$ cat config.mk
export PLATFORM = sky130hd
export DESIGN_NAME = qrmgs_ctrl
export DESIGN_NICKNAME = d
export VERILOG_FILES = /design/src/qr_modified_gram_schmidt_core_defines.svh /design/src/qrmgs_pkg.sv /design/src/qrmgs_ctrl.sv
export SDC_FILE = /design/constraint.sdc
export NUM_CORES = 1
export LEC_CHECK = 0
export ABC_AREA = 1
export ABC_CLOCK_PERIOD_IN_PS = 3600
export BUFFER_PORTS_ARGS = -buffer_cell sky130_fd_sc_hd__buf_2
export CORE_MARGIN = 2
export CORE_UTILIZATION = 45
export DETAILED_ROUTE_END_ITERATION = 6
export PLACE_DENSITY_LB_ADDON = 0.12
export SYNTH_ARGS = -nofsm -noshare
export SYNTH_HDL_FRONTEND = slang
export SYNTH_SLANG_ARGS = --single-unit
$ cat constraint.sdc
create_clock -name clk -period 3.6 [get_ports clk]
set_clock_uncertainty 0.15 [all_clocks]
set_input_delay 0 -clock clk [delete_from_list [all_inputs] [get_ports clk]]
set_output_delay 0 -clock clk [all_outputs]
set_load 0.01 [all_outputs]
$ cat src/qr_modified_gram_schmidt_core_defines.svh
// ----------------------------------------------------------------------------
// QR modified Gram-Schmidt core: assertion macros
// Shared concurrent assertion forms, clocked on clk, disabled in reset.
// ----------------------------------------------------------------------------
`ifndef QR_MODIFIED_GRAM_SCHMIDT_CORE_DEFINES_SVH
`define QR_MODIFIED_GRAM_SCHMIDT_CORE_DEFINES_SVH

// same-cycle implication
`define QRMGS_ASSERT_IMP(lbl, cond, prop) \
    lbl: assert property (@(posedge clk) disable iff (!rst_n) (cond) |-> (prop)) \
        else $error("qrmgs assertion failed");

// next-cycle implication
`define QRMGS_ASSERT_NXT(lbl, cond, prop) \
    lbl: assert property (@(posedge clk) disable iff (!rst_n) (cond) |=> (prop)) \
        else $error("qrmgs assertion failed");

`endif

$ cat src/qrmgs_pkg.sv
// ----------------------------------------------------------------------------
// qrmgs_pkg
// Types and constants shared by the QR modified Gram-Schmidt core.
// ----------------------------------------------------------------------------
`timescale 1ns / 1ps

package qrmgs_pkg;

    localparam int ROW_FW     = 5;   // holds row counts up to 16
    localparam int COL_FW     = 4;   // holds column counts up to 8
    localparam int LIDX_FW    = 8;   // load index up to 128 entries
    localparam int TOL_W      = 16;
    localparam int SQRT_STEPS = 32;  // two radicand bits per step, 64-bit sum

    localparam logic [1:0] CFG_ROWS = 2'd0;
    localparam logic [1:0] CFG_COLS = 2'd1;
    localparam logic [1:0] CFG_TOL  = 2'd2;

    typedef enum logic [4:0] {
        S_IDLE,
        S_REJECT,
        S_N_RD,
        S_N_WAIT,
        S_N_SQ,
        S_N_ACC,
        S_SQRT,
        S_NORM,
        S_Q_RD,
        S_Q_WAIT,
        S_Q_DIV,
        S_Q_WR,
        S_P_RD,
        S_P_WAIT,
        S_P_MUL,
        S_P_ACC,
        S_RKJ,
        S_U_RD,
        S_U_WAIT,
        S_U_MUL,
        S_U_WR,
        S_E_RD,
        S_E_OUT
    } state_t;

    typedef enum logic [3:0] {
        OP_NOP,
        OP_LOAD,
        OP_SQ,
        OP_ACC_SQ,
        OP_SQRT,
        OP_NORM,
        OP_DIV,
        OP_Q_WR,
        OP_MUL_QW,
        OP_ACC_P,
        OP_RKJ,
        OP_MUL_QR,
        OP_W_WR,
        OP_EMIT,
        OP_REJECT
    } op_t;

    typedef struct packed {
        op_t                 op;
        logic                first;
        logic                last;
        logic                mat;
        logic [ROW_FW-1:0]   row;
        logic [COL_FW-1:0]   wcol;
        logic [COL_FW-1:0]   qcol;
        logic [LIDX_FW-1:0]  lidx;
    } cmd_t;

    typedef struct packed {
        logic [ROW_FW-1:0] rows;
        logic [COL_FW-1:0] cols;
        logic [TOL_W-1:0]  tol;
    } cfg_t;

    typedef struct packed {
        logic skip;
    } stat_t;

endpackage

$ cat src/qrmgs_ctrl.sv
// ----------------------------------------------------------------------------
// qrmgs_ctrl
// Sequencer: load count, row/column loops, iteration counts, emission order.
// ----------------------------------------------------------------------------
`timescale 1ns / 1ps

module qrmgs_ctrl #(
    parameter int MAX_ROWS  = 8,
    parameter int MAX_COLS  = 4,
    parameter int FRAC_BITS = 16
) (
    input  logic             clk,
    input  logic             rst_n,
    input  logic             start,
    input  logic             last_element,
    input  qrmgs_pkg::cfg_t  cfg,
    input  qrmgs_pkg::stat_t stat,
    output logic             busy,
    output qrmgs_pkg::cmd_t  cmd
);

    import qrmgs_pkg::*;

    localparam int ROW_W     = (MAX_ROWS > 1) ? $clog2(MAX_ROWS) : 1;
    localparam int COL_W     = (MAX_COLS > 1) ? $clog2(MAX_COLS) : 1;
    localparam int DIV_STEPS = 32 + FRAC_BITS + 1;
    localparam int STEP_W    = $clog2(DIV_STEPS);
    localparam int LC_W      = $clog2(MAX_ROWS * MAX_COLS + 1);

    state_t             state_reg, state_next;
    logic [ROW_W-1:0]   i_reg, i_next;
    logic [COL_W-1:0]   j_reg, j_next;
    logic [COL_W-1:0]   k_reg, k_next;
    logic [STEP_W-1:0]  step_reg, step_next;
    logic [LC_W-1:0]    lcnt_reg, lcnt_next;
    logic               rph_reg, rph_next;

    logic               accept;
    logic               load_ok;
    logic               reject;
    logic               i_last;
    logic               i_nlast;
    logic               j_last;
    logic               k_last;
    logic [LIDX_FW-1:0] total;

    assign accept  = start && (state_reg == S_IDLE);
    assign total   = LIDX_FW'(cfg.rows) * LIDX_FW'(cfg.cols);
    assign load_ok = LIDX_FW'(lcnt_reg) < total;
    assign reject  = ROW_FW'(cfg.cols) > cfg.rows;
    assign i_last  = ROW_FW'(i_reg) == (cfg.rows - ROW_FW'(1));
    assign i_nlast = ROW_FW'(i_reg) == (ROW_FW'(cfg.cols) - ROW_FW'(1));
    assign j_last  = COL_FW'(j_reg) == (cfg.cols - COL_FW'(1));
    assign k_last  = COL_FW'(k_reg) == (cfg.cols - COL_FW'(1));

    always_ff @(posedge clk or negedge rst_n)
    begin
        if (!rst_n)
        begin
            state_reg <= S_IDLE;
            i_reg     <= '0;
            j_reg     <= '0;
            k_reg     <= '0;
            step_reg  <= '0;
            lcnt_reg  <= '0;
            rph_reg   <= 1'b0;
        end
        else
        begin
            state_reg <= state_next;
            i_reg     <= i_next;
            j_reg     <= j_next;
            k_reg     <= k_next;
            step_reg  <= step_next;
            lcnt_reg  <= lcnt_next;
            rph_reg   <= rph_next;
        end
    end

    always_comb
    begin
        state_next = state_reg;
        i_next     = i_reg;
        j_next     = j_reg;
        k_next     = k_reg;
        step_next  = step_reg;
        lcnt_next  = lcnt_reg;
        rph_next   = rph_reg;
        unique case (state_reg)
            S_IDLE:
            begin
                if (accept)
                begin
                    if (load_ok)
                    begin
                        lcnt_next = lcnt_reg + 1'b1;
                    end
                    if (last_element)
                    begin
                        lcnt_next  = '0;
                        i_next     = '0;
                        j_next     = '0;
                        k_next     = '0;
                        rph_next   = 1'b0;
                        state_next = reject ? S_REJECT : S_N_RD;
                    end
                end
            end
            S_REJECT: state_next = S_IDLE;
            S_N_RD:   state_next = S_N_WAIT;
            S_N_WAIT: state_next = S_N_SQ;
            S_N_SQ:   state_next = S_N_ACC;
            S_N_ACC:
            begin
                if (i_last)
                begin
                    i_next     = '0;
                    step_next  = '0;
                    state_next = S_SQRT;
                end
                else
                begin
                    i_next     = i_reg + 1'b1;
                    state_next = S_N_RD;
                end
            end
            S_SQRT:
            begin
                if (step_reg == STEP_W'(SQRT_STEPS - 1))
                begin
                    state_next = S_NORM;
                end
                else
                begin
                    step_next = step_reg + 1'b1;
                end
            end
            S_NORM:
            begin
                i_next     = '0;
                state_next = S_Q_RD;
            end
            S_Q_RD:   state_next = S_Q_WAIT;
            S_Q_WAIT:
            begin
                step_next  = '0;
                state_next = stat.skip ? S_Q_WR : S_Q_DIV;
            end
            S_Q_DIV:
            begin
                if (step_reg == STEP_W'(DIV_STEPS - 1))
                begin
                    state_next = S_Q_WR;
                end
                else
                begin
                    step_next = step_reg + 1'b1;
                end
            end
            S_Q_WR:
            begin
                if (i_last)
                begin
                    i_next = '0;
                    if (k_last)
                    begin
                        j_next     = '0;
                        rph_next   = 1'b0;
                        state_next = S_E_RD;
                    end
                    else
                    begin
                        j_next     = k_reg + 1'b1;
                        state_next = S_P_RD;
                    end
                end
                else
                begin
                    i_next     = i_reg + 1'b1;
                    state_next = S_Q_RD;
                end
            end
            S_P_RD:   state_next = S_P_WAIT;
            S_P_WAIT: state_next = S_P_MUL;
            S_P_MUL:  state_next = S_P_ACC;
            S_P_ACC:
            begin
                if (i_last)
                begin
                    i_next     = '0;
                    state_next = S_RKJ;
                end
                else
                begin
                    i_next     = i_reg + 1'b1;
                    state_next = S_P_RD;
                end
            end
            S_RKJ:    state_next = S_U_RD;
            S_U_RD:   state_next = S_U_WAIT;
            S_U_WAIT: state_next = S_U_MUL;
            S_U_MUL:  state_next = S_U_WR;
            S_U_WR:
            begin
                if (i_last)
                begin
                    i_next = '0;
                    if (j_last)
                    begin
                        k_next     = k_reg + 1'b1;
                        state_next = S_N_RD;
                    end
                    else
                    begin
                        j_next     = j_reg + 1'b1;
                        state_next = S_P_RD;
                    end
                end
                else
                begin
                    i_next     = i_reg + 1'b1;
                    state_next = S_U_RD;
                end
            end
            S_E_RD:   state_next = S_E_OUT;
            S_E_OUT:
            begin
                state_next = S_E_RD;
                if (j_last)
                begin
                    j_next = '0;
                    if (rph_reg)
                    begin
                        if (i_nlast)
                        begin
                            state_next = S_IDLE;
                        end
                        else
                        begin
                            i_next = i_reg + 1'b1;
                        end
                    end
                    else if (i_last)
                    begin
                        rph_next = 1'b1;
                        i_next   = '0;
                    end
                    else
                    begin
                        i_next = i_reg + 1'b1;
                    end
                end
                else
                begin
                    j_next = j_reg + 1'b1;
                end
            end
            default: state_next = S_IDLE;
        endcase
    end

    always_comb
    begin
        busy       = state_reg != S_IDLE;
        cmd        = '0;
        cmd.op     = OP_NOP;
        cmd.row    = ROW_FW'(i_reg);
        cmd.wcol   = COL_FW'(k_reg);
        cmd.qcol   = COL_FW'(k_reg);
        cmd.lidx   = LIDX_FW'(lcnt_reg);
        cmd.first  = i_reg == '0;
        unique case (state_reg)
            S_IDLE:
            begin
                if (accept && load_ok)
                begin
                    cmd.op = OP_LOAD;
                end
            end
            S_REJECT: cmd.op = OP_REJECT;
            S_N_SQ:   cmd.op = OP_SQ;
            S_N_ACC:  cmd.op = OP_ACC_SQ;
            S_SQRT:
            begin
                cmd.op    = OP_SQRT;
                cmd.first = step_reg == '0;
            end
            S_NORM:   cmd.op = OP_NORM;
            S_Q_DIV:
            begin
                cmd.op    = OP_DIV;
                cmd.first = step_reg == '0;
            end
            S_Q_WR:   cmd.op = OP_Q_WR;
            S_P_RD, S_P_WAIT, S_U_RD, S_U_WAIT:
            begin
                cmd.wcol = COL_FW'(j_reg);
            end
            S_P_MUL:
            begin
                cmd.wcol = COL_FW'(j_reg);
                cmd.op   = OP_MUL_QW;
            end
            S_P_ACC:
            begin
                cmd.wcol = COL_FW'(j_reg);
                cmd.op   = OP_ACC_P;
            end
            S_RKJ:
            begin
                cmd.wcol = COL_FW'(j_reg);
                cmd.op   = OP_RKJ;
            end
            S_U_MUL:
            begin
                cmd.wcol = COL_FW'(j_reg);
                cmd.op   = OP_MUL_QR;
            end
            S_U_WR:
            begin
                cmd.wcol = COL_FW'(j_reg);
                cmd.op   = OP_W_WR;
            end
            S_E_RD:
            begin
                cmd.wcol = COL_FW'(j_reg);
                cmd.qcol = COL_FW'(j_reg);
            end
            S_E_OUT:
            begin
                cmd.wcol = COL_FW'(j_reg);
                cmd.qcol = COL_FW'(j_reg);
                cmd.op   = OP_EMIT;
                cmd.mat  = rph_reg;
                cmd.last = rph_reg && j_last && i_nlast;
            end
            default: ;
        endcase
    end

endmodule

; ---- Word-level counts from Yosys, hierarchy flattened
; Index checks and enable logic that the tools add are counted.
[totals]
register_bits = 25
input_bits = 30
out_inout_bits = 29
wordCells = 139
[classes]
n_addsub = 8
multipliers = 1
order_cmp = 2
n_eq_ne = 42
muxes = 54
n_reduce_logical = 25
[op_table]
columns = op, count
row1 = one-hot mux 5 bit (22 select lines), 1
row2 = one-hot mux 4 bit (14 select lines), 1
row3 = two-way mux 5 bit, 11
row4 = "== test 5 x 4 -> 1 bit, second input constant", 8
row5 = "== test 5 bit, second input constant", 7
row6 = two-way mux 6 bit, 5
row7 = two-way mux 2 bit, 13
row8 = "!= test 2 bit, second input constant", 13
row9 = one-hot mux 6 bit (4 select lines), 1
row10 = two-way mux 3 bit, 7
row11 = "== test 5 x 3 -> 1 bit, second input constant", 4
row12 = "adder 6 x 1 -> 6 bit, second input constant", 2
row13 = one-hot mux 3 bit (4 select lines), 1
row14 = AND reduction 6 bit, 2
row15 = nonzero test 4 bit, 3
row16 = OR reduction 11 bit, 1
row17 = == test 3 x 5 -> 1 bit, 2
row18 = "== test 5 x 2 -> 1 bit, second input constant", 2
row19 = two-way mux 1 bit, 10
row20 = AND reduction 5 bit, 2
row21 = == test 2 x 4 -> 1 bit, 2
row22 = < comparator 6 x 8 -> 1 bit, 1
row23 = multiplier 5 x 4 -> 8 bit, 1
row24 = one-hot mux 2 bit (4 select lines), 1
row25 = other kinds (24), 31

; ---- Logic depth before layout (Yosys ltp)
; Gate-level depths: netlist of the first run.
[logic_depth]
ltp_word = 6
depth_mapped = 21
mapped_depth_nobuf = 20

; ---- Least setup slack after synthesis of the first run
; OpenSTA, ideal clock, no wires.
[synth_path]
path_type = input to register
startpoint = in cfg[19] in the netlist's numbering
endpoint = reg lcnt_reg[3]
setup_ns = 0.118
t_arrival_ns = 2.919
t_required_ns = 3.332
setup_slack_ns = 0.413
path_stages = 19
n_path_buf = 1
path_cell_list = buf_2 nand2_1 inv_1 fa_1 inv_1 fa_1 inv_1 ha_1 nand2_1 inv_1 a21oi_1 xor2_1 ha_1 a21oi_1 nand2_1 nand3b_2 nand2_1 nand3_1 nand2_1
[synth_between]
elab_chain_len = 4
[synth_rtl]
columns = item, line_no
row1 = "start, declared", qrmgs_ctrl.sv:16  ; input qrmgs_pkg::cfg_t cfg,
row2 = multiplier 5 x 4 -> 8 bit, qrmgs_ctrl.sv:48  ; assign total = LIDX_FW'(cfg.rows) * LIDX_FW'(cfg.cols);
row3 = < comparator 6 x 8 -> 1 bit, qrmgs_ctrl.sv:49  ; assign load_ok = LIDX_FW'(lcnt_reg) < total;
row4 = nonzero test 2 bit (no source line), --
row5 = AND reduction 3 bit (no source line), --
row6 = "end signal, assigned", qrmgs_ctrl.sv:75  ; lcnt_reg <= lcnt_next;
row7 = "end, declared", qrmgs_ctrl.sv:35  ; logic [LC_W-1:0] lcnt_reg, lcnt_next;
; No other way between the ends.
; A chain may end at the register's enable or synchronous reset.

==> impl_metrics.env, run 1 <==
export IMPL_finalWeightedCongestion=0.922
export IMPL_final_cell_mix="151 x nand2_1, 84 x inv_1, 54 x nor2_1"
export IMPL_p_leak_uw=0.00218
export IMPL_hold_viol_final=0
export IMPL_syn_cell_area_mm2=0.00334
export IMPL_drv_slew=0
export IMPL_layout_cells_most_common="nand2_1"
export IMPL_netlist_instances=524
export IMPL_die_area_mm2=0.00812
export IMPL_synth_seq_cells=25
export IMPL_clkLatencyLatePin_ns=0.28
export IMPL_num_nets_final=630
export IMPL_synth_top_family_by_area="simple AND/OR/NAND/NOR gates"
export IMPL_fillers=782
export IMPL_htree_levels=1
export IMPL_ant_nets=0
export IMPL_ioPinCount=59
export IMPL_finalCriticalPeriod_ns=3.35
export IMPL_yosys_area_share_simple=0.419
export IMPL_powerDensity_mw_per_mm2=443
export IMPL_max_freq_mhz=298
export IMPL_grt_start_max_net_pins=26
export IMPL_relSlewSlack=0.592
export IMPL_start_kind="input port"
export IMPL_synth_top_area_cell="dfrtp_1"
export IMPL_design_area_mm2=0.00366
export IMPL_antenna_found_initial=0
export IMPL_avgViaCountPerCell=4.93
export IMPL_die_h_um=90.1
export IMPL_worstHoldStart="start"
export IMPL_initialDrtViolationCount=129
export IMPL_start_util=0.463
export IMPL_synth_seq_area_share=0.187
export IMPL_crit_path_end_kind="output port"
export IMPL_firstDrtPassIters=4
export IMPL_cts_root_buf="clkbuf_8"
export IMPL_overflow=0
export IMPL_hold_path_class="input port to flop"
export IMPL_drv_cap=0
export IMPL_wirelength_mm=7.81
export IMPL_worst_path_max_fanout=7
export IMPL_critPathRequiredTime_ns=3.45
export IMPL_tns_ns=0
export IMPL_drc=0
export IMPL_drive_gt1_frac=0.137
export IMPL_cts_buffers=3
export IMPL_clk_path_buf_depth=2
export IMPL_path_clk_slew_ns=0.10
export IMPL_die_w_um=90.1
export IMPL_worstPathArrival_ns=3.20
export IMPL_setup_viol=0
export IMPL_status="completed"
export IMPL_postSynthAreaPerCell_um2=6.37
export IMPL_synth_adder_area_share=0.152
export IMPL_vias=3259
export IMPL_muxShareOfSynthArea=0
export IMPL_synth_xor_area_share=0.0394
export IMPL_synth_distinct_cells=35
export IMPL_grt_pass1_vias=3074
export IMPL_period_share=0.931
export IMPL_postCtsSetupRepairBufs=0
export IMPL_synth_compound_area_frac=0.0678
export IMPL_placed_cell_area_mm2=0.00358
export IMPL_yosysWarnings=0
export IMPL_cts_tree="yes"
export IMPL_vdd_ir_drop_max_v=0.000304
export IMPL_wire_per_inst_um=11.8
export IMPL_netlist_area_leader_share=0.187
export IMPL_num_rows=31
export IMPL_diodes=0
export IMPL_cts_sinks=25
export IMPL_grt_usage=0.199
export IMPL_cp_startpoint="cfg[18]"
export IMPL_worst_slew_pin_slew_ns=0.612
export IMPL_area_growth_syn_to_layout_pct=9.52
export IMPL_io_buffers=34
export IMPL_yosys_top_cells_area="dfrtp_1 19%, nand2_1 17%, ha_1 12%"
export IMPL_grt_pass1_wl_mm=13.8
export IMPL_coreArea_mm2=0.00721
export IMPL_detailed_place_hpwl_mm=6.46
export IMPL_rsz0062_at_grt="false"
export IMPL_crit_type="input port to output port"
export IMPL_r2r_start="state_reg[1]"
power by group:
part | internal, uW | switching (uW) | total [uW]
logic | 359 | 669 | 1030
registers | 332 | 77.6 | 410
clock network | 78.7 | 102 | 180
total | 770 | 848 | 1620
cell usage after synthesis:
library cell,instances
a211oi_1,1
a21oi_1,14
a21oi_4,1
a31oi_1,3
and3_1,1
buf_2,2
buf_4,8
buf_6,3
conb_1,1
dfrtp_1,25
fa_1,6
ha_1,31
inv_1,84
inv_2,7
nand2_1,152
nand2_2,7
nand2_4,2
nand3_1,41
nand3_2,1
nand3_4,1
nand3b_1,5
nand3b_2,1
nand4_1,16
nor2_1,54
nor2_2,6
nor2_4,5
nor2_8,1
nor3_1,6
nor3_2,1
nor3_4,1
o21ai_0,12
o21ai_1,9
o41ai_1,1
xnor2_1,3
xor2_1,12
metal layers:
layer | up-vias | global-route usage | wire [um]
li1 | 1716 | - | -
met1 | 1472 | 0.260 | 3580
met2 | 65 | 0.358 | 3880
met3 | 6 | 0.0210 | 273
met4 | 0 | 0.0397 | 70
met5 | - | 0 | 0
logic make-up (layout without fill, tap and decap cells):
logic type,count (synthesis),in the layout
flops,25,25
xor+xnor,15,15
fa+ha+maj,37,37
other cells,1,8
compound gates,41,41
simple gates,301,301
buf+inv,104,135
through the flow:
step	std cells	setup WS, ns	util	total power (uW)	hold slack, ns
final	661	0.247	0.507	1620	0.0213
after global routing	661	0.0161	0.507	1800	0.0569
after CTS	661	0.126	0.506	1630	0.00895
after detailed placement	655	0.0873	0.497	1440	-0.0957
after global placement	655	0.143	0.497	1430	-0.102
after floorplan	531	0.413	-	1190	-0.446
worst max-delay path: stages:
cell and delay [ns]:
buf_2 0.11, ha_1 0.21, fa_1 0.53, inv_1 0.05
fa_1 0.52, inv_1 0.04, ha_1 0.34, nand2_1 0.11
inv_1 0.06, a21oi_1 0.15, xor2_1 0.09, ha_1 0.30
nand2_1 0.05, inv_1 0.04, nand2_1 0.04, nand2_1 0.06
nand3b_2 0.09, nand2_2 0.16, nand4_1 0.09, buf_2 0.15
what timing repair did:
action / CTS / global route
resized for setup: 0 / 1
hold buffers: 2 / 0
hold endpoints to repair: 31 / 0
endpoints found under the setup margin: 0 / 1
worst paths after layout:
check	slack (ns)	endpoint	cells after the start
max in group asynchronous	2.79	step_reg[0]	2
min in group asynchronous	0.10	lcnt_reg[5]	2
worst min-delay path	0.02	lcnt_reg[0]	5
worst min register to register	0.36	rph_reg	2
worst max register to register	1.68	i_reg[2]	10
worst max-delay path	0.25	cmd[24]	20
area by class of cell:
cell class	instances	area, um^2	share of cell area
multi-input cells	402	2300	0.628
clock buffers	3	41.3	0.0113
well taps	99	124	0.0339
clock inverters	1	7.51	0.00205
flip-flops and latches	25	626	0.171
repair buffers	40	220	0.0602
inverters	91	342	0.0934
Power figures use the tool's default switching activity.
==> run 2: changes to the inputs <==
--- a/config.mk
+++ b/config.mk
@@ -11,6 +11,7 @@
 export CORE_MARGIN = 2
 export CORE_UTILIZATION = 45
 export DETAILED_ROUTE_END_ITERATION = 6
+export GPL_TIMING_DRIVEN = 0
 export PLACE_DENSITY_LB_ADDON = 0.12
 export SYNTH_ARGS = -nofsm -noshare
 export SYNTH_HDL_FRONTEND = slang
==> run 2 against run 1 <==
Compared with the run above: clock power decreased by 3%; first-iteration DRC count increased by 11%; sequential power decreased by 1%; combinational power about the same; largest cell class unchanged.
==> impl_metrics.env, run 2 (same netlist as run 1, synthesis figures left out) <==
export IMPL_io_buffers=34
export IMPL_num_rows=31
export IMPL_status="completed"
export IMPL_overflow=0
export IMPL_diodes=0
export IMPL_switching_share=0.519
export IMPL_coreArea_mm2=0.00721
export IMPL_clk_path_buf_depth=2
export IMPL_p_leak_uw=0.00225
export IMPL_cts_root_buf="clkbuf_8"
export IMPL_crit_cells=20
export IMPL_place_worst_setup_slack_ns=-0.0617
export IMPL_cp_slowest_cell="fa_1"
export IMPL_power_switching_uw=850
export IMPL_comb_power_share=0.646
export IMPL_intPower_uw=788
export IMPL_final_cell_mix="151 x nand2_1, 84 x inv_1, 54 x nor2_1"
export IMPL_crit_type="input port to output port"
export IMPL_cp_top_family="adder cells"
export IMPL_reg2reg_depth=10
export IMPL_cts_buffers=3
export IMPL_initialDrtViolationCount=143
export IMPL_hold_path_class="input port to flop"
export IMPL_die_area_mm2=0.00812
export IMPL_setup_viol=0
export IMPL_worstPathArrival_ns=3.15
export IMPL_drive_gt1_frac=0.156
export IMPL_crit_path_end_kind="output port"
export IMPL_powerDensity_mw_per_mm2=435
export IMPL_critPathMaxStageDelay_ns=0.53
export IMPL_tns_ns=0
export IMPL_max_freq_mhz=303
export IMPL_rsz0062_at_grt="false"
export IMPL_vias=3263
export IMPL_finalWeightedCongestion=0.910
export IMPL_detailed_place_hpwl_mm=6.40
export IMPL_area_growth_syn_to_layout_pct=12.7
export IMPL_wire_per_inst_um=11.7
export IMPL_grt_start_max_net_pins=26
export IMPL_grt_pass1_vias=3074
export IMPL_ant_nets=0
export IMPL_avgViaCountPerCell=4.86
export IMPL_htree_levels=1
export IMPL_grt_usage=0.199
export IMPL_drc=0
export IMPL_worst_slew_pin_slew_ns=0.612
export IMPL_die_w_um=90.1
export IMPL_drv_cap=0
export IMPL_ioPinCount=59
export IMPL_die_h_um=90.1
export IMPL_worstPathCellList="buf_2 > ha_1 > fa_1 > inv_1 > fa_1 > inv_1 > ha_4 > nand2_1 > inv_1 > a21oi_1 > xor2_1 > ha_1 > nand2_1 > inv_1 > nand2_1 > nand2_1 > nand3b_4 > nand2_4 > nand4_1 > buf_2"
export IMPL_pwr_share_clk=0.106
export IMPL_firstDrtPassIters=4
export IMPL_clkLatencyLatePin_ns=0.27
export IMPL_antenna_found_initial=0
export IMPL_critPathRequiredTime_ns=3.45
export IMPL_cts_sinks=25
export IMPL_layout_cells_most_common="nand2_1"
export IMPL_period_share=0.917
export IMPL_grt_pass1_wl_mm=13.8
export IMPL_wirelength_mm=7.84
export IMPL_start_kind="input port"
export IMPL_reg2reg_setup_slack_ns=1.70
export IMPL_hold_viol_final=0
export IMPL_num_nets_final=640
export IMPL_relSlewSlack=0.592
export IMPL_path_clk_slew_ns=0.10
export IMPL_power_frac_seq=0.248
export IMPL_vdd_ir_drop_max_v=0.000282
export IMPL_worst_path_max_fanout=7
export IMPL_finalCriticalPeriod_ns=3.30
export IMPL_worst_slack_ns=0.299
export IMPL_cts_tree="yes"
export IMPL_worst_path_buf_inv=6
export IMPL_hold_depth=4
export IMPL_drv_slew=0
export IMPL_start_util=0.463
## run 2: per-layer routing
layer,routed length [um],part of all wire,track usage
met1,3700,0.47,0.263
met2,3750,0.48,0.351
met3,284,0.036,0.0235
met4,98,0.013,0.0397
met5,0,0,0
## run 2: timing repair
item	CTS	global route
setup endpoints to repair	1	1
hold buffers	1	0
resized for setup	1	3
pin swaps	0	1
buffers inserted	0	3
endpoints found under the hold margin	25	0
## run 2: worst register-to-register path, delay by kind of cell (launching register included)
family | cells | cell delay [ns]
buffers and inverters | 2 | 0.23
AOI/OAI and AO/OA | 2 | 0.23
and+or+nand+nor | 6 | 0.68
DFF | 1 | 0.48
## run 2: through the flow
stage	util	power, uW	hold slack (ns)	std cells	instance area, um^2
2_1_floorplan	-	1190	-0.446	531	3360
3_3_place_gp	0.507	1440	-0.106	664	3660
3_5_place_dp	0.507	1440	-0.0992	664	3660
4_1_cts	0.516	1620	0.0115	669	3720
5_1_grt	0.522	1810	0.0510	671	3760
6_report	0.522	1640	0.0265	671	3760
## run 2: layout make-up
class                           instances  area (um^2)
Inverter                               91          342
Clock inverter                          1         7.51
Sequential cell                        25          626
Clock buffer                            3         41.3
Buffer                                 12         98.8
Fill cell                             770         3450
Multi-Input combinational cell        402         2320
Tap cell                               99          124
Timing Repair Buffer                   38          203
## run 2: final timing paths
| path | startpoint | endpoint |
|---|---|---|
| min in group asynchronous | rst_n | lcnt_reg[5] |
| worst min register to register | rph_reg | rph_reg |
| worst max register to register | state_reg[1] | k_reg[0] |
| worst max-delay path | cfg[22] | cmd[24] |
| worst min-delay path | last_element | lcnt_reg[0] |
| max in group asynchronous | rst_n | k_reg[1] |
## run 2: power groups by stage
stage	sequential, uW	clock (uW)	combinational, uW
after global routing	416	193	1200
after CTS	406	180	1040
after detailed placement	411	0	1030
after global placement	411	0	1030
final	406	174	1060
after floorplan	402	0	784
